**src/rtl/s5h_pkg.sv**
```systemverilog
// ----------------------------------------------------------------------------
// s5h_pkg
// Shared types and protocol constants for the SOCKS5 client handshake block.
// ----------------------------------------------------------------------------
package s5h_pkg;

  // Input item actions
  localparam logic [1:0] ACT_LOAD  = 2'd0;
  localparam logic [1:0] ACT_START = 2'd1;
  localparam logic [1:0] ACT_RECV  = 2'd2;

  // Store selects for load items
  localparam logic [1:0] STORE_USER = 2'd0;
  localparam logic [1:0] STORE_PASS = 2'd1;
  localparam logic [1:0] STORE_ADDR = 2'd2;

  // Result kinds and status codes
  localparam logic       KIND_TX     = 1'b0;
  localparam logic       KIND_STATUS = 1'b1;
  localparam logic [1:0] ST_OPEN     = 2'd0;
  localparam logic [1:0] ST_PROTO    = 2'd1;
  localparam logic [1:0] ST_AUTH     = 2'd2;

  // Configuration register indexes
  localparam int unsigned CfgIdxW = 3;
  localparam logic [CfgIdxW-1:0] CFG_USER_LEN   = 3'd0;
  localparam logic [CfgIdxW-1:0] CFG_PASS_LEN   = 3'd1;
  localparam logic [CfgIdxW-1:0] CFG_ADDR_TYPE  = 3'd2;
  localparam logic [CfgIdxW-1:0] CFG_DOMAIN_LEN = 3'd3;
  localparam logic [CfgIdxW-1:0] CFG_DEST_PORT  = 3'd4;
  localparam int unsigned CfgDataW = 16;

  // Destination address kinds (addr_type register)
  localparam logic [1:0] AT_IPV4   = 2'd0;
  localparam logic [1:0] AT_DOMAIN = 2'd1;
  localparam logic [1:0] AT_IPV6   = 2'd2;
  localparam logic [1:0] AT_BAD    = 2'd3;

  // Wire bytes
  localparam logic [7:0] SOCKS_VER     = 8'h05;
  localparam logic [7:0] AUTH_VER      = 8'h01;
  localparam logic [7:0] METH_NONE     = 8'h00;
  localparam logic [7:0] METH_USERPASS = 8'h02;
  localparam logic [7:0] METH_ONE      = 8'h01;
  localparam logic [7:0] METH_TWO      = 8'h02;
  localparam logic [7:0] CMD_CONNECT   = 8'h01;
  localparam logic [7:0] BYTE_ZERO     = 8'h00;
  localparam logic [7:0] ATYP_IPV4     = 8'h01;
  localparam logic [7:0] ATYP_DOMAIN   = 8'h03;
  localparam logic [7:0] ATYP_IPV6     = 8'h04;

  // CONNECT reply lengths
  localparam logic [8:0] REPLY_LEN_IPV4 = 9'd10;
  localparam logic [8:0] REPLY_LEN_IPV6 = 9'd22;
  localparam logic [8:0] REPLY_LEN_DOM0 = 9'd7;

  // Address byte counts of the fixed-size kinds
  localparam int unsigned IPV4_BYTES = 4;
  localparam int unsigned IPV6_BYTES = 16;

  // Output runs the emitter can produce
  typedef enum logic [1:0] {
    RUN_GREET,
    RUN_AUTH,
    RUN_CONNECT,
    RUN_STATUS
  } run_e;

  typedef struct packed {
    logic [1:0] action;
    logic [1:0] store_select;
    logic [4:0] store_index;
    logic [7:0] data_byte;
  } in_item_t;

  typedef struct packed {
    logic       kind;
    logic [7:0] tx_byte;
    logic [1:0] status;
    logic       last;
  } out_item_t;

  typedef struct packed {
    logic [4:0]  user_len;
    logic [4:0]  pass_len;
    logic [1:0]  addr_type;
    logic [5:0]  domain_len;
    logic [15:0] dest_port;
  } cfg_t;

  // Run request from the protocol control to the emitter
  typedef struct packed {
    logic       start;
    run_e       run;
    logic [1:0] status;
  } run_req_t;

endpackage

```
**src/rtl/socks5_client_handshake.sv**
```systemverilog
// ----------------------------------------------------------------------------
// socks5_client_handshake
// Client side of the SOCKS5 handshake with username/password subnegotiation.
// ----------------------------------------------------------------------------
// Usage:
//   Config port (cfg_valid_i/cfg_index_i/cfg_data_i) sets the credential
//   lengths, address kind, domain length and port; it is always ready. It
//   must be written only while the block is idle; the block does not enforce this.
//   Input items load store bytes, start the handshake, or hand in one byte
//   received from the server. in_ready_o is high whenever no output run is
//   being walked; loads and bytes that produce nothing leave it high.
//   An item that produces results holds the input while its run is walked:
//   the item is taken, then one result per cycle while the output is not
//   stalled. Each result passes from the run state through the staging
//   register into the output register, taking the byte store's registered
//   read data on the way. Longest run is the CONNECT request with a
//   full-length domain name.
//   A stalled output (out_ready_i low) holds the output register and the
//   staging register, which in turn pauses the run.
//   Reset returns the protocol to its initial phase and clears the config
//   registers; store contents are undefined until loaded.
// ----------------------------------------------------------------------------
module socks5_client_handshake #(
  parameter int unsigned MAX_CRED_LEN   = 16,
  parameter int unsigned MAX_DOMAIN_LEN = 32
) (
  input  logic                                 clk_i,
  input  logic                                 rst_ni,
  input  logic                                 in_valid_i,
  output logic                                 in_ready_o,
  input  s5h_pkg::in_item_t                    in_item_i,
  output logic                                 out_valid_o,
  input  logic                                 out_ready_i,
  output s5h_pkg::out_item_t                   out_item_o,
  input  logic                                 cfg_valid_i,
  output logic                                 cfg_ready_o,
  input  logic [s5h_pkg::CfgIdxW-1:0]          cfg_index_i,
  input  logic [s5h_pkg::CfgDataW-1:0]         cfg_data_i
);

  // Store layout: username, password, then destination address
  localparam int unsigned AddrCap   = (MAX_DOMAIN_LEN > 16) ? MAX_DOMAIN_LEN : 16;
  localparam int unsigned AddrDepth = (AddrCap > 32) ? 32 : AddrCap;
  localparam int unsigned MemDepth  = 2 * MAX_CRED_LEN + AddrDepth;
  localparam int unsigned MemAw     = $clog2(MemDepth);
  localparam int unsigned LenMax0   = (MAX_DOMAIN_LEN > MAX_CRED_LEN) ? MAX_DOMAIN_LEN
                                                                      : MAX_CRED_LEN;
  localparam int unsigned LenMax    = (LenMax0 > 16) ? LenMax0 : 16;
  localparam int unsigned CntW      = $clog2(LenMax + 1);

  // Protocol phases
  localparam logic [2:0] PH_INIT      = 3'd0;
  localparam logic [2:0] PH_GREETED   = 3'd1;
  localparam logic [2:0] PH_AUTHING   = 3'd2;
  localparam logic [2:0] PH_REQUESTED = 3'd3;
  localparam logic [2:0] PH_OPEN      = 3'd4;
  localparam logic [2:0] PH_ERROR     = 3'd5;

  logic [2:0]          phase_q, phase_d;
  logic [8:0]          rcnt_q, rcnt_d;
  logic [8:0]          rtot_q, rtot_d;
  s5h_pkg::cfg_t       cfg_q;

  logic                in_fire, busy;
  s5h_pkg::run_req_t   req;
  logic                wr_en;
  logic [MemAw-1:0]    wr_addr;
  logic                rd_en;
  logic [MemAw-1:0]    rd_addr;
  logic [7:0]          rd_data;
  logic [7:0]          rx;
  logic [8:0]          cnt_inc, tot_new;
  logic                rep_bad;

  assign in_ready_o  = !busy;
  assign in_fire     = in_valid_i && in_ready_o;
  assign cfg_ready_o = 1'b1;
  assign rx          = in_item_i.data_byte;
  assign cnt_inc     = rcnt_q + 9'd1;

  // Configuration registers
  always_ff @(posedge clk_i or negedge rst_ni) begin
    if (!rst_ni) begin
      cfg_q <= '0;
    end else if (cfg_valid_i && cfg_ready_o) begin
      case (cfg_index_i)
        s5h_pkg::CFG_USER_LEN:   cfg_q.user_len   <= cfg_data_i[4:0];
        s5h_pkg::CFG_PASS_LEN:   cfg_q.pass_len   <= cfg_data_i[4:0];
        s5h_pkg::CFG_ADDR_TYPE:  cfg_q.addr_type  <= cfg_data_i[1:0];
        s5h_pkg::CFG_DOMAIN_LEN: cfg_q.domain_len <= cfg_data_i[5:0];
        s5h_pkg::CFG_DEST_PORT:  cfg_q.dest_port  <= cfg_data_i[15:0];
        default: ;
      endcase
    end
  end

  // CONNECT reply check: which byte is wrong, and the total once known
  always_comb begin
    rep_bad = 1'b0;
    tot_new = rtot_q;
    if (rcnt_q == 9'd0) begin
      rep_bad = (rx != s5h_pkg::SOCKS_VER);
    end else if (rcnt_q == 9'd1 || rcnt_q == 9'd2) begin
      rep_bad = (rx != s5h_pkg::BYTE_ZERO);
    end else if (rcnt_q == 9'd3) begin
      case (rx)
        s5h_pkg::ATYP_IPV4:   tot_new = s5h_pkg::REPLY_LEN_IPV4;
        s5h_pkg::ATYP_IPV6:   tot_new = s5h_pkg::REPLY_LEN_IPV6;
        s5h_pkg::ATYP_DOMAIN: tot_new = 9'd0;
        default:              rep_bad = 1'b1;
      endcase
    end else if (rcnt_q == 9'd4 && rtot_q == 9'd0) begin
      tot_new = s5h_pkg::REPLY_LEN_DOM0 + {1'b0, rx};
    end
  end

  // Protocol control: store writes, phase updates, run requests
  always_comb begin
    phase_d    = phase_q;
    rcnt_d     = rcnt_q;
    rtot_d     = rtot_q;
    req.start  = 1'b0;
    req.run    = s5h_pkg::RUN_STATUS;
    req.status = s5h_pkg::ST_PROTO;
    wr_en      = 1'b0;
    wr_addr    = '0;

    if (in_fire) begin
      case (in_item_i.action)
        s5h_pkg::ACT_LOAD: begin
          case (in_item_i.store_select)
            s5h_pkg::STORE_USER: begin
              wr_en   = ({1'b0, in_item_i.store_index} < 6'(MAX_CRED_LEN));
              wr_addr = MemAw'(in_item_i.store_index);
            end
            s5h_pkg::STORE_PASS: begin
              wr_en   = ({1'b0, in_item_i.store_index} < 6'(MAX_CRED_LEN));
              wr_addr = MemAw'(MAX_CRED_LEN) + MemAw'(in_item_i.store_index);
            end
            s5h_pkg::STORE_ADDR: begin
              wr_en   = ({1'b0, in_item_i.store_index} < 6'(AddrDepth));
              wr_addr = MemAw'(2 * MAX_CRED_LEN) + MemAw'(in_item_i.store_index);
            end
            default: ;
          endcase
        end
        s5h_pkg::ACT_START: begin
          req.start = 1'b1;
          if (phase_q == PH_INIT) begin
            req.run = s5h_pkg::RUN_GREET;
            phase_d = PH_GREETED;
            rcnt_d  = 9'd0;
          end
        end
        s5h_pkg::ACT_RECV: begin
          case (phase_q)
            PH_GREETED: begin
              if (rcnt_q == 9'd0) begin
                if (rx != s5h_pkg::SOCKS_VER) begin
                  req.start = 1'b1;
                  phase_d   = PH_ERROR;
                end else begin
                  rcnt_d = 9'd1;
                end
              end else if (rx == s5h_pkg::METH_NONE) begin
                req.start = 1'b1;
                if (cfg_q.addr_type == s5h_pkg::AT_BAD) begin
                  phase_d = PH_ERROR;
                end else begin
                  req.run = s5h_pkg::RUN_CONNECT;
                  phase_d = PH_REQUESTED;
                  rcnt_d  = 9'd0;
                  rtot_d  = 9'd0;
                end
              end else if (rx == s5h_pkg::METH_USERPASS && cfg_q.user_len != 5'd0) begin
                req.start = 1'b1;
                req.run   = s5h_pkg::RUN_AUTH;
                phase_d   = PH_AUTHING;
                rcnt_d    = 9'd0;
              end else begin
                req.start  = 1'b1;
                req.status = s5h_pkg::ST_AUTH;
                phase_d    = PH_ERROR;
              end
            end
            PH_AUTHING: begin
              if (rcnt_q == 9'd0) begin
                if (rx != s5h_pkg::AUTH_VER) begin
                  req.start = 1'b1;
                  phase_d   = PH_ERROR;
                end else begin
                  rcnt_d = 9'd1;
                end
              end else if (rx != s5h_pkg::BYTE_ZERO) begin
                req.start  = 1'b1;
                req.status = s5h_pkg::ST_AUTH;
                phase_d    = PH_ERROR;
              end else begin
                req.start = 1'b1;
                if (cfg_q.addr_type == s5h_pkg::AT_BAD) begin
                  phase_d = PH_ERROR;
                end else begin
                  req.run = s5h_pkg::RUN_CONNECT;
                  phase_d = PH_REQUESTED;
                  rcnt_d  = 9'd0;
                  rtot_d  = 9'd0;
                end
              end
            end
            PH_REQUESTED: begin
              if (rep_bad) begin
                req.start = 1'b1;
                phase_d   = PH_ERROR;
              end else begin
                rcnt_d = cnt_inc;
                rtot_d = tot_new;
                if (tot_new != 9'd0 && cnt_inc >= tot_new) begin
                  req.start  = 1'b1;
                  req.status = s5h_pkg::ST_OPEN;
                  phase_d    = PH_OPEN;
                end
              end
            end
            default: req.start = 1'b1;
          endcase
        end
        default: ;
      endcase
    end
  end

  // Protocol state
  always_ff @(posedge clk_i or negedge rst_ni) begin
    if (!rst_ni) begin
      phase_q <= PH_INIT;
      rcnt_q  <= 9'd0;
      rtot_q  <= 9'd0;
    end else begin
      phase_q <= phase_d;
      rcnt_q  <= rcnt_d;
      rtot_q  <= rtot_d;
    end
  end

  s5h_store_mem #(
    .Depth (MemDepth),
    .Aw    (MemAw)
  ) u_store (
    .clk_i     (clk_i),
    .wr_en_i   (wr_en),
    .wr_addr_i (wr_addr),
    .wr_data_i (in_item_i.data_byte),
    .rd_en_i   (rd_en),
    .rd_addr_i (rd_addr),
    .rd_data_o (rd_data)
  );

  s5h_emitter #(
    .MaxCredLen   (MAX_CRED_LEN),
    .MaxDomainLen (MAX_DOMAIN_LEN),
    .AddrDepth    (AddrDepth),
    .CntW         (CntW),
    .MemAw        (MemAw)
  ) u_emitter (
    .clk_i       (clk_i),
    .rst_ni      (rst_ni),
    .req_i       (req),
    .cfg_i       (cfg_q),
    .busy_o      (busy),
    .rd_en_o     (rd_en),
    .rd_addr_o   (rd_addr),
    .rd_data_i   (rd_data),
    .out_valid_o (out_valid_o),
    .out_ready_i (out_ready_i),
    .out_item_o  (out_item_o)
  );

endmodule

```
**src/rtl/s5h_store_mem.sv**
```systemverilog
// ----------------------------------------------------------------------------
// s5h_store_mem
// Byte store for username, password and destination address: one write port,
// one read port with registered read data.
// ----------------------------------------------------------------------------
module s5h_store_mem #(
  parameter int unsigned Depth = 64,
  parameter int unsigned Aw    = 6
) (
  input  logic          clk_i,
  input  logic          wr_en_i,
  input  logic [Aw-1:0] wr_addr_i,
  input  logic [7:0]    wr_data_i,
  input  logic          rd_en_i,
  input  logic [Aw-1:0] rd_addr_i,
  output logic [7:0]    rd_data_o
);

  logic [7:0] mem_q [Depth];
  logic [7:0] rd_data_q;

  // Write port
  always_ff @(posedge clk_i) begin
    if (wr_en_i) begin
      mem_q[wr_addr_i] <= wr_data_i;
    end
  end

  // Read port, data held until the next read
  always_ff @(posedge clk_i) begin
    if (rd_en_i) begin
      rd_data_q <= mem_q[rd_addr_i];
    end
  end

  assign rd_data_o = rd_data_q;

endmodule

```
**src/rtl/s5h_emitter.sv**
```systemverilog
// ----------------------------------------------------------------------------
// s5h_emitter
// Walks one output run (greeting, auth request, CONNECT request or status)
// a byte per cycle while the output is not stalled, reading store bytes through
// the memory and passing them through a staging register into the output register.
// ----------------------------------------------------------------------------
module s5h_emitter #(
  parameter int unsigned MaxCredLen   = 16,
  parameter int unsigned MaxDomainLen = 32,
  parameter int unsigned AddrDepth    = 32,
  parameter int unsigned CntW         = 6,
  parameter int unsigned MemAw        = 7
) (
  input  logic                 clk_i,
  input  logic                 rst_ni,
  input  s5h_pkg::run_req_t    req_i,
  input  s5h_pkg::cfg_t        cfg_i,
  output logic                 busy_o,
  output logic                 rd_en_o,
  output logic [MemAw-1:0]     rd_addr_o,
  input  logic [7:0]           rd_data_i,
  output logic                 out_valid_o,
  input  logic                 out_ready_i,
  output s5h_pkg::out_item_t   out_item_o
);

  localparam int unsigned AddrIdxW = $clog2(AddrDepth);

  // Segment codes
  localparam logic [3:0] SG_IDLE      = 4'd0;
  localparam logic [3:0] SG_GREET     = 4'd1;
  localparam logic [3:0] SG_STATUS    = 4'd2;
  localparam logic [3:0] SG_AUTH_VER  = 4'd3;
  localparam logic [3:0] SG_AUTH_ULEN = 4'd4;
  localparam logic [3:0] SG_AUTH_USER = 4'd5;
  localparam logic [3:0] SG_AUTH_PLEN = 4'd6;
  localparam logic [3:0] SG_AUTH_PASS = 4'd7;
  localparam logic [3:0] SG_CONN_HDR  = 4'd8;
  localparam logic [3:0] SG_CONN_DLEN = 4'd9;
  localparam logic [3:0] SG_CONN_ADDR = 4'd10;
  localparam logic [3:0] SG_CONN_PHI  = 4'd11;
  localparam logic [3:0] SG_CONN_PLO  = 4'd12;

  logic [3:0]          seg_q, seg_d;
  logic [CntW-1:0]     idx_q, idx_d;
  logic [1:0]          stat_q, stat_d;
  logic [CntW-1:0]     idx_inc;

  logic                p1_valid_q, p1_valid_d;
  s5h_pkg::out_item_t  p1_q;
  logic                p1_mem_q;
  s5h_pkg::out_item_t  p1_out;
  logic                out_valid_q, out_valid_d;
  s5h_pkg::out_item_t  out_q;

  logic                issue, p1_adv;
  s5h_pkg::out_item_t  desc;
  logic                desc_mem;
  logic [MemAw-1:0]    desc_addr;

  logic [CntW-1:0]     ulen, plen, dlen, acnt;
  logic                greet_long;
  logic [7:0]          atyp;

  // Saturated lengths and per-kind address counts
  always_comb begin
    ulen = (cfg_i.user_len > 5'(MaxCredLen)) ? CntW'(MaxCredLen) : CntW'(cfg_i.user_len);
    plen = (cfg_i.pass_len > 5'(MaxCredLen)) ? CntW'(MaxCredLen) : CntW'(cfg_i.pass_len);
    dlen = (cfg_i.domain_len > 6'(MaxDomainLen)) ? CntW'(MaxDomainLen)
                                                   : CntW'(cfg_i.domain_len);
    case (cfg_i.addr_type)
      s5h_pkg::AT_IPV4: begin
        acnt = CntW'(s5h_pkg::IPV4_BYTES);
        atyp = s5h_pkg::ATYP_IPV4;
      end
      s5h_pkg::AT_DOMAIN: begin
        acnt = dlen;
        atyp = s5h_pkg::ATYP_DOMAIN;
      end
      default: begin
        acnt = CntW'(s5h_pkg::IPV6_BYTES);
        atyp = s5h_pkg::ATYP_IPV6;
      end
    endcase
    greet_long = (cfg_i.user_len != 5'd0);
  end

  assign idx_inc = idx_q + CntW'(1);

  // Staging moves on when the output register is free or being drained
  assign p1_adv = p1_valid_q && (!out_valid_q || out_ready_i);
  assign issue  = (seg_q != SG_IDLE) && (!p1_valid_q || p1_adv);

  // Current item and next position in the run
  always_comb begin
    desc         = '0;
    desc.kind    = s5h_pkg::KIND_TX;
    desc.status  = s5h_pkg::ST_OPEN;
    desc_mem     = 1'b0;
    desc_addr    = '0;
    seg_d        = seg_q;
    idx_d        = idx_q;
    stat_d       = stat_q;

    if (req_i.start) begin
      idx_d  = '0;
      stat_d = req_i.status;
      case (req_i.run)
        s5h_pkg::RUN_GREET:   seg_d = SG_GREET;
        s5h_pkg::RUN_AUTH:    seg_d = SG_AUTH_VER;
        s5h_pkg::RUN_CONNECT: seg_d = SG_CONN_HDR;
        default:              seg_d = SG_STATUS;
      endcase
    end else if (issue) begin
      case (seg_q)
        SG_GREET: begin
          case (idx_q[1:0])
            2'd0:    desc.tx_byte = s5h_pkg::SOCKS_VER;
            2'd1:    desc.tx_byte = greet_long ? s5h_pkg::METH_TWO : s5h_pkg::METH_ONE;
            2'd2:    desc.tx_byte = s5h_pkg::METH_NONE;
            default: desc.tx_byte = s5h_pkg::METH_USERPASS;
          endcase
          desc.last = greet_long ? (idx_q[1:0] == 2'd3) : (idx_q[1:0] == 2'd2);
          idx_d     = idx_inc;
          if (desc.last) seg_d = SG_IDLE;
        end
        SG_STATUS: begin
          desc.kind   = s5h_pkg::KIND_STATUS;
          desc.status = stat_q;
          desc.last   = 1'b1;
          seg_d       = SG_IDLE;
        end
        SG_AUTH_VER: begin
          desc.tx_byte = s5h_pkg::AUTH_VER;
          seg_d        = SG_AUTH_ULEN;
        end
        SG_AUTH_ULEN: begin
          desc.tx_byte = 8'(ulen);
          idx_d        = '0;
          seg_d        = (ulen == '0) ? SG_AUTH_PLEN : SG_AUTH_USER;
        end
        SG_AUTH_USER: begin
          desc_mem  = 1'b1;
          desc_addr = MemAw'(idx_q);
          idx_d     = idx_inc;
          if (idx_inc == ulen) seg_d = SG_AUTH_PLEN;
        end
        SG_AUTH_PLEN: begin
          desc.tx_byte = 8'(plen);
          desc.last    = (plen == '0);
          idx_d        = '0;
          seg_d        = (plen == '0) ? SG_IDLE : SG_AUTH_PASS;
        end
        SG_AUTH_PASS: begin
          desc_mem  = 1'b1;
          desc_addr = MemAw'(MaxCredLen) + MemAw'(idx_q);
          desc.last = (idx_inc == plen);
          idx_d     = idx_inc;
          if (desc.last) seg_d = SG_IDLE;
        end
        SG_CONN_HDR: begin
          case (idx_q[1:0])
            2'd0:    desc.tx_byte = s5h_pkg::SOCKS_VER;
            2'd1:    desc.tx_byte = s5h_pkg::CMD_CONNECT;
            2'd2:    desc.tx_byte = s5h_pkg::BYTE_ZERO;
            default: desc.tx_byte = atyp;
          endcase
          idx_d = idx_inc;
          if (idx_q[1:0] == 2'd3) begin
            idx_d = '0;
            if (cfg_i.addr_type == s5h_pkg::AT_DOMAIN) seg_d = SG_CONN_DLEN;
            else seg_d = (acnt == '0) ? SG_CONN_PHI : SG_CONN_ADDR;
          end
        end
        SG_CONN_DLEN: begin
          desc.tx_byte = 8'(dlen);
          idx_d        = '0;
          seg_d        = (acnt == '0) ? SG_CONN_PHI : SG_CONN_ADDR;
        end
        SG_CONN_ADDR: begin
          desc_mem  = 1'b1;
          desc_addr = MemAw'(2 * MaxCredLen) + MemAw'(idx_q[AddrIdxW-1:0]);
          idx_d     = idx_inc;
          if (idx_inc == acnt) seg_d = SG_CONN_PHI;
        end
        SG_CONN_PHI: begin
          desc.tx_byte = cfg_i.dest_port[15:8];
          seg_d        = SG_CONN_PLO;
        end
        SG_CONN_PLO: begin
          desc.tx_byte = cfg_i.dest_port[7:0];
          desc.last    = 1'b1;
          seg_d        = SG_IDLE;
        end
        default: seg_d = SG_IDLE;
      endcase
    end
  end

  // Memory read is issued together with the staging load
  assign rd_en_o   = issue && desc_mem;
  assign rd_addr_o = desc_addr;

  assign p1_valid_d  = issue ? 1'b1 : (p1_adv ? 1'b0 : p1_valid_q);
  assign out_valid_d = p1_adv ? 1'b1 : (out_ready_i ? 1'b0 : out_valid_q);

  // Staged item with its store byte filled in
  always_comb begin
    p1_out = p1_q;
    if (p1_mem_q) p1_out.tx_byte = rd_data_i;
  end

  // Control state
  always_ff @(posedge clk_i or negedge rst_ni) begin
    if (!rst_ni) begin
      seg_q       <= SG_IDLE;
      idx_q       <= '0;
      stat_q      <= s5h_pkg::ST_OPEN;
      p1_valid_q  <= 1'b0;
      out_valid_q <= 1'b0;
    end else begin
      seg_q       <= seg_d;
      idx_q       <= idx_d;
      stat_q      <= stat_d;
      p1_valid_q  <= p1_valid_d;
      out_valid_q <= out_valid_d;
    end
  end

  // Payload: staging and output registers
  always_ff @(posedge clk_i) begin
    if (issue) begin
      p1_q     <= desc;
      p1_mem_q <= desc_mem;
    end
    if (p1_adv) begin
      out_q <= p1_out;
    end
  end

  assign busy_o      = (seg_q != SG_IDLE);
  assign out_valid_o = out_valid_q;
  assign out_item_o  = out_q;

endmodule

```
**config.mk**
```make
export PLATFORM = sky130hd
export DESIGN_NAME = socks5_client_handshake
export DESIGN_NICKNAME = d
export VERILOG_FILES = /design/src/rtl/s5h_pkg.sv /design/src/rtl/socks5_client_handshake.sv /design/src/rtl/s5h_store_mem.sv /design/src/rtl/s5h_emitter.sv
export SDC_FILE = /design/constraint.sdc
export NUM_CORES = 1
export LEC_CHECK = 0
export BUFFER_PORTS_ARGS = -buffer_cell sky130_fd_sc_hd__buf_2
export CORE_MARGIN = 10
export CORE_UTILIZATION = 55
export DETAILED_ROUTE_END_ITERATION = 16
export GPL_TIMING_DRIVEN = 0
export PLACE_DENSITY = 0.71
export SETUP_SLACK_MARGIN = 0.4
export SKIP_CTS_REPAIR_TIMING = 1
export SYNTH_ARGS = -nofsm -noshare
export SYNTH_HDL_FRONTEND = slang
export SYNTH_HIERARCHICAL = 1
export SYNTH_SLANG_ARGS = --single-unit
export TNS_END_PERCENT = 50
```
**constraint.sdc**
```tcl
create_clock -name clk_i -period 8.4 [get_ports clk_i]
set_clock_uncertainty 0.15 [all_clocks]
set_input_delay 2.52 -clock clk_i [delete_from_list [all_inputs] [get_ports clk_i]]
set_output_delay 2.52 -clock clk_i [all_outputs]
set_load 0.02 [all_outputs]
```
==> run_results.csv, run 1 <==
group,metric,value,unit
synthesis,postSynthNetCount,1747,
sta,fin_tns_setup,0,ps
worst_setup_path,cp-start-kind,"input pin",
route,postRouteWirelength,74.4,mm
worst_setup_path,worstReg2RegStart,"rcnt_q[8]$_DFFE_PN0P_",
worst_setup_path,cp_depth,28,
cells_and_area,area_of_all_placed_cells_without_fillers,30900,µm²
cells_and_area,most_common_library_cell_in_the_layout_ignoring_fill_and_taps,"edfxtp_1",
placement,gp_congestion,1.02,
power,pwr-share-comb,17.6,%
clock_network,clkLatencyLatePin,640,ps
worst_setup_path,worst_r2r_endpoint,"u_store/rd_data_o[3]$_DFFE_PP_",
synthesis,synth_compound_gate_area_share,6.85,%
power,p_leak,10.1,nW
worst_setup_path,worst_path_cell_with_the_longest_stage_delay,"mux4_2",
worst_setup_path,reg2reg_setup_slack,1510,ps
synthesis,synth-edff-count,545,
worst_setup_path,cp.buffers_inverters,5,
floorplanning,dieArea,58100,µm²
synthesis,synthesis.instances,1680,
power,p_int,0.00544,W
placement,dpl.cell_count,2351,
global_route,global_route_wire_length_before_repair,105,mm
synthesis,ys_ff_latch,614,
global_route,gr-total-overflow,0,
power,power_frac_clock,35.1,%
clock_network,tritoncts,"built",
worst_setup_path,critPathMaxFanout,10,
worst_setup_path,r2r.worst_path.cells,25,
route,drt-wirelength-per-cell,29.9,µm
synthesis,muxShareOfSynthArea,13.3,%
synthesis,synth_top_family_by_area,"multiplexers",
clock_network,cts.sinks,614,
hold_path,hold_path_end,"u_emitter/out_item_o[11]$_DFFE_PP_",
clock_network,cts_max_level,2,
sta,timing.final.max_slew_violations,0,
synthesis,synth-adder-area-share,1.21,%
sta,upper_clock_frequency_limit,0.125,GHz
floorplanning,die_height,241,µm
sta,rsz_0062_raised_after_global_routing,"no",
floorplanning,initial_core_util,56.0,%
placement,detailedPlacementHpwl,46.8,mm
route,drt.antenna.violating_nets,0,
cells_and_area,drive_gt1_share,25.3,%
route,detail_route.vias_per_cell,6.74,
synthesis,synth-async-reset-ratio,11.2,%
worst_setup_path,critical-path-top-cell-by-count,"buf_12",
global_route,grt_pass1_vias,16100,
cells_and_area,syn_to_final_growth,14.8,%
power,power.switching,0.00202,W
global_route,track_usage,24.7,%
hold_path,hold_path_class,"reg2reg",
clock_network,clock_path_buffers,3,
floorplanning,die-width,241,µm
hold_path,hold_depth,0,
worst_setup_path,critical_path.top_delay_family,"simple AND/OR/NAND/NOR gates",
floorplanning,placeableCoreArea,48000,µm²
global_route,grt_antenna_before_repair,1,
synthesis,synth_area,26900,µm²
placement,io_buffer_count,54,
power,ir_worst_vdd,0.187,mV
route,first_pass_iters,6,
route,vias,16800,
worst_setup_path,crit_type,"in2reg",
clock_network,clk_pin_slew_worst_paths,60,ps
synthesis,yosys.area_share.xor_xnor,0.866,%
synthesis,synthSimpleGateAreaFrac,8.39,%
worst_setup_path,critical_path.max_stage_delay,570,ps
cells_and_area,most_frequent_cells_in_the_layout,"edfxtp_1 (545), nor2_1 (133), mux4_2 (124)",
clock_network,numCtsBuffers,59,
sta,worst_slew_pin_slew,1400,ps
synthesis,yosys_warnings,6,
synthesis,yosys_most_used_dff,"edfxtp_1",
cells_and_area,final_cells,2490,
floorplanning,rows,80,
run,maxCapViolCount,0,
sta,timing.final.setup_violations,0,
sta,hold_ws,265,ps
worst_setup_path,crit_arrival,8150,ps
route,initialDrtViolationCount,2221,
global_route,grt_start_max_net_pins,72,
power,power.total,0.00745,W
route,drt_drc_violations_left,0,
synthesis,synth_area_per_cell,16.0,µm²
hold_path,timing.hold.worst.start,"u_emitter/p1_out[11]$_SDFFCE_PP0P_",
sta,period_share,95.0,%
sta,final_period_minus_worst_setup_slack,7980,ps
synthesis,synth_seq_area_share,67.3,%
power,pwr-share-seq,47.3,%
power,switching_share,27.1,%
worst_setup_path,setup.worst_path.end_class,"flip-flop",
sta,timing_hold_violations_final,0,
worst_setup_path,worstPathRequired,8570,ps
cells_and_area,finalNetCount,1892,
synthesis,synth.distinct_cells,93,
power,power_density,242,nW/µm²
placement,placement.cell_area,28000,µm²
clock_network,root_buffer,"clkbuf_16",
status,outcome,"complete, no violations",
floorplanning,top_level_ports,56,
sta,slew_headroom,5.62,%
-- kinds of logic (layout without fill, tap and decap cells) --
| logic type | after synthesis | count (layout) |
|---|---|---|
| flip-flops | 614 | 614 |
| AND/OR/NAND/NOR | 445 | 445 |
| AO/OA/AOI/OAI | 264 | 264 |
| multiplexers | 196 | 196 |
| buffers and inverters | 112 | 306 |
| adder cells (fa/ha/maj) | 26 | 26 |
| XOR/XNOR | 22 | 22 |
| other | 1 | 2 |
-- how the worst max path moves through the flow --
stage / end / startpoint / slack (ps)
detailed placement: u_store/rd_data_o[5]$_DFFE_PP_ / in_item_i[0] / -2740
floorplan: u_store/rd_data_o[7]$_DFFE_PP_ / in_item_i[1] / 680
global route: u_store/rd_data_o[1]$_DFFE_PP_ / in_item_i[7] / 320
global placement: u_store/rd_data_o[5]$_DFFE_PP_ / in_item_i[0] / -2820
CTS: u_store/rd_data_o[5]$_DFFE_PP_ / in_item_i[0] / -2150
finish: u_store/rd_data_o[3]$_DFFE_PP_ / in_item_i[7] / 420
-- per-layer routing --
metal | wire length [µm] | GRT usage (%) | part of all wire [%]
met3 | 6950 | 4.68 | 9.3
met4 | 3430 | 10.8 | 4.6
met1 | 28500 | 33.2 | 38
met2 | 35400 | 38.9 | 48
met5 | 17 | 0 | 0.023
-- worst register-to-register path: cells and delay by family (launching register included) --
kind / cells / cell delay, ps
fa+ha+maj: 1 / 250
mux: 1 / 570
compound gates: 10 / 1870
simple gates: 9 / 2600
flops: 1 / 440
buf+inv: 4 / 710
-- registers in the layout, summed over array words and instances, names as in the netlist --
register / cells
u_store/mem_q: 512
cfg_q: 34
u_emitter/out_item_o: 12
rcnt_q: 9
rtot_q: 9
u_emitter/p1_q: 8
u_store/rd_data_o: 8
u_emitter/idx_q: 6
u_emitter/p1_out: 4
u_emitter/seg_q: 4
phase_q: 3
u_emitter/stat_q: 2
u_emitter/out_valid_o: 1
u_emitter/p1_mem_q: 1
u_emitter/p1_valid_q: 1
-- area by class of cell --
class	instances	area, µm²
Clock buffer	70	1520
Clock inverter	40	389
Buffer	85	658
Sequential cell	614	18100
Antenna cell	1	2.50
Multi-Input combinational cell	954	8500
Timing Repair Buffer	84	818
Tap cell	615	769
Inverter	27	104
Fill cell	3369	17200
-- Yosys cell counts, types with 11 or more instances --
cell type / number / area [µm²]
dfrtp_1: 69 / 1730
a22oi_1: 13 / 97.6
a21oi_1: 44 / 220
a31oi_1: 14 / 87.6
o21ai_0: 54 / 270
nand3_1: 43 / 215
nor2_1: 134 / 503
nor3_1: 29 / 145
or2_2: 13 / 81.3
mux2_2: 48 / 541
o22ai_1: 25 / 156
ha_1: 26 / 325
nand2_1: 91 / 342
edfxtp_1: 545 / 16400
buf_4: 11 / 82.6
xnor2_1: 13 / 114
clkbuf_1: 39 / 146
nand2b_1: 24 / 150
buf_2: 22 / 110
inv_1: 24 / 90.1
mux2i_1: 24 / 240
mux4_2: 124 / 2790
and2_1: 14 / 87.6
nor2b_1: 22 / 138
-- power by group through the flow --
| stage | clock, W | sequential [W] | combinational, W |
|---|---|---|---|
| 3_5_place_dp | 0 | 0.00359 | 0.00117 |
| 5_1_grt | 0.00277 | 0.00354 | 0.00138 |
| 2_1_floorplan | 0 | 0.00357 | 0.000763 |
| 6_report | 0.00262 | 0.00353 | 0.00131 |
| 4_1_cts | 0.00265 | 0.00353 | 0.00118 |
| 3_3_place_gp | 0 | 0.00359 | 0.00116 |
-- through the flow --
stage	util [%]	worst slack, ps
final	64.2	424
after global routing	64.2	321
after CTS	62.2	-2150
after detailed placement	58.2	-2740
after global placement	58.1	-2820
after floorplan	-	681
Note: power is estimated with default switching activity, not from simulation.
==> run 2: changes to the inputs <==
--- a/config.mk
+++ b/config.mk
@@ -7,10 +7,10 @@
 export LEC_CHECK = 0
 export BUFFER_PORTS_ARGS = -buffer_cell sky130_fd_sc_hd__buf_2
 export CORE_MARGIN = 10
-export CORE_UTILIZATION = 55
+export CORE_UTILIZATION = 56
 export DETAILED_ROUTE_END_ITERATION = 16
 export GPL_TIMING_DRIVEN = 0
-export PLACE_DENSITY = 0.71
+export PLACE_DENSITY = 0.72
 export SETUP_SLACK_MARGIN = 0.4
 export SKIP_CTS_REPAIR_TIMING = 1
 export SYNTH_ARGS = -nofsm -noshare
==> run 2 against run 1 <==
Sequential cell count did not move. Maximum frequency is 0.39% higher. Design area fell by 0.33%. Combinational power about the same. Clock-buffer cell count increased by 10. Via count decreased by 0.77%. Cell count hardly changed. Critical path type unchanged. Largest cell class unchanged.
==> run_results.csv, run 2 (synthesis gave the netlist of run 1 again) <==
group,metric,value,unit
status,outcome,"complete, no violations",
floorplanning,placeableCoreArea,47600,µm²
sta,fin_tns_setup,0,ps
global_route,global_route_wire_length_before_repair,107,mm
worst_setup_path,setup.worst_path.end_class,"flip-flop",
worst_setup_path,critPathMaxFanout,18,
cells_and_area,sequential_cell_area,18100,µm²
cells_and_area,syn_to_final_growth,14.4,%
floorplanning,initial_core_util,56.4,%
worst_setup_path,crit_arrival,8230,ps
sta,timing.final.max_slew_violations,0,
clock_network,clkLatencyLatePin,630,ps
worst_setup_path,r2r.worst_path.cells,22,
global_route,gr-total-overflow,0,
floorplanning,die_height,239,µm
cells_and_area,most_frequent_cells_in_the_layout,"edfxtp_1 (545), nor2_1 (134), mux4_2 (124)",
route,drt-wirelength-per-cell,30.0,µm
sta,rsz_0062_raised_after_global_routing,"no",
sta,worst_slew_pin_slew,1290,ps
placement,gp_congestion,0.910,
cells_and_area,largest_register_ff_count,512,
cells_and_area,most_common_library_cell_in_the_layout_ignoring_fill_and_taps,"edfxtp_1",
route,initialDrtViolationCount,2270,
clock_network,numCtsBuffers,60,
global_route,grt_start_max_net_pins,72,
sta,period_share,94.6,%
sta,final_period_minus_worst_setup_slack,7940,ps
sta,timing.final.setup_violations,0,
clock_network,root_buffer,"clkbuf_16",
hold_path,timing.hold.worst.start,"u_emitter/p1_out[11]$_SDFFCE_PP0P_",
worst_setup_path,critical_path.endpoint,"u_store/rd_data_o[4]$_DFFE_PP_",
cells_and_area,post-route-util,64.5,%
global_route,grt_pass1_vias,16200,
power,p_leak,10.0,nW
floorplanning,dieArea,57200,µm²
cells_and_area,multi_input_area,8460,µm²
cells_and_area,max_flop_register,"u_store/mem_q",
cells_and_area,n_fill_cell,3348,
floorplanning,rows,80,
clock_network,clk_pin_slew_worst_paths,60,ps
route,postRouteWirelength,74.8,mm
worst_setup_path,crit_type,"in2reg",
sta,slew_headroom,13.0,%
global_route,track_usage,25.5,%
placement,detailedPlacementHpwl,47.7,mm
route,first_pass_iters,5,
route,drt_drc_violations_left,0,
worst_setup_path,cp-start-kind,"input pin",
power,ir_worst_vdd,0.208,mV
clock_network,tritoncts,"built",
route,detail_route.vias_per_cell,6.68,
worst_setup_path,worst_r2r_endpoint,"u_store/rd_data_o[4]$_DFFE_PP_",
floorplanning,top_level_ports,56,
worst_setup_path,worstPathRequired,8690,ps
worst_setup_path,worstReg2RegStart,"rcnt_q[8]$_DFFE_PN0P_",
worst_setup_path,critPathLaunch,"in_item_i[7]",
run,maxCapViolCount,0,
power,power_density,241,nW/µm²
worst_setup_path,reg2reg_setup_slack,1640,ps
clock_network,cts_max_level,2,
route,vias,16700,
sta,timing_hold_violations_final,0,
clock_network,cts.sinks,614,
clock_network,clock_path_buffers,3,
global_route,grt_antenna_before_repair,3,
route,drt.antenna.violating_nets,0,
hold_path,hold_path_class,"reg2reg",
cells_and_area,finalNetCount,1894,
floorplanning,die-width,239,µm
placement,io_buffer_count,54,
sta,upper_clock_frequency_limit,0.126,GHz
cells_and_area,drive_gt1_share,24.7,%
[run 2: changes by cell type in the layout (fill, tap and decap cells not counted), moves of 4 or more]
cell	delta
buf_6	+5
clkbuf_1	+5
buf_8	+5
buf_12	-6
clkbuf_16	+4
clkinvlp_4	-5
[run 2: cell type report]
type                    instances  share of cell area (%)
flip-flops and latches        614                    58.8
multi-input cells             954                    27.5
clock buffers                  80                    5.30
repair buffers                 85                    2.64
well taps                     615                    2.50
plain buffers                  85                    2.13
clock inverters                31                   0.749
inverters                      27                   0.342
diodes                          1                 0.00814
[run 2: per-layer routing]
layer,part of all wire (%),GRT usage (%),vias to the layer above
met5,0.017,0,-
met4,4.4,10.7,2
met3,10,5.24,199
met2,47,40.2,966
met1,38,34.1,8490
li1,-,-,7001
[run 2: worst min path at each step]
stage          slack (ps)  cells after the start                            endpoint
4_1_cts               270                      0  u_emitter/out_item_o[11]$_DFFE_PP_
3_3_place_gp          250                      0   u_emitter/out_item_o[0]$_DFFE_PP_
2_1_floorplan         250                      0   u_emitter/out_item_o[0]$_DFFE_PP_
3_5_place_dp          260                      0  u_emitter/out_item_o[11]$_DFFE_PP_
5_1_grt               280                      0   u_emitter/out_item_o[2]$_DFFE_PP_
6_report              270                      0  u_emitter/out_item_o[11]$_DFFE_PP_
[run 2: where the power goes]
group | switching [W] | leakage (nW) | internal [W]
combinational | 0.000791 | 3.33 | 0.000522
clock | 0.00114 | 0.913 | 0.00145
sequential | 0.0000875 | 5.79 | 0.00344
total | 0.00201 | 10.0 | 0.00541
[run 2: through the flow]
stage / area (µm²) / hold slack (ps) / cells / total power [W] / worst slack [ps]
after floorplan: 26900 / 250 / 1680 / 0.00434 / 681
after global placement: 27900 / 251 / 2349 / 0.00476 / -3660
after detailed placement: 27900 / 258 / 2350 / 0.00478 / -3570
after CTS: 29800 / 272 / 2461 / 0.00734 / -2970
after global routing: 30700 / 275 / 2491 / 0.00768 / 330
final: 30800 / 269 / 2492 / 0.00743 / 455
[run 2: worst max-delay path: stages]
cell and delay, ps:
buf_16 130, or3_4 420, nor4_4 380, and3_4 270, o21ai_2 70, nand2_1 120, o21ai_2 70, ha_1 270
nand2b_1 130, a21o_1 170, a21o_1 160, a21oi_1 130, o21ai_1 120, a31oi_4 230, or3_4 180, a311oi_4 90
buf_6 170, nand2b_4 160, a21oi_4 180, and2_1 310, clkinv_1 470, nand2_1 480, o22ai_2 170, o21ai_1 390
a22o_1 360
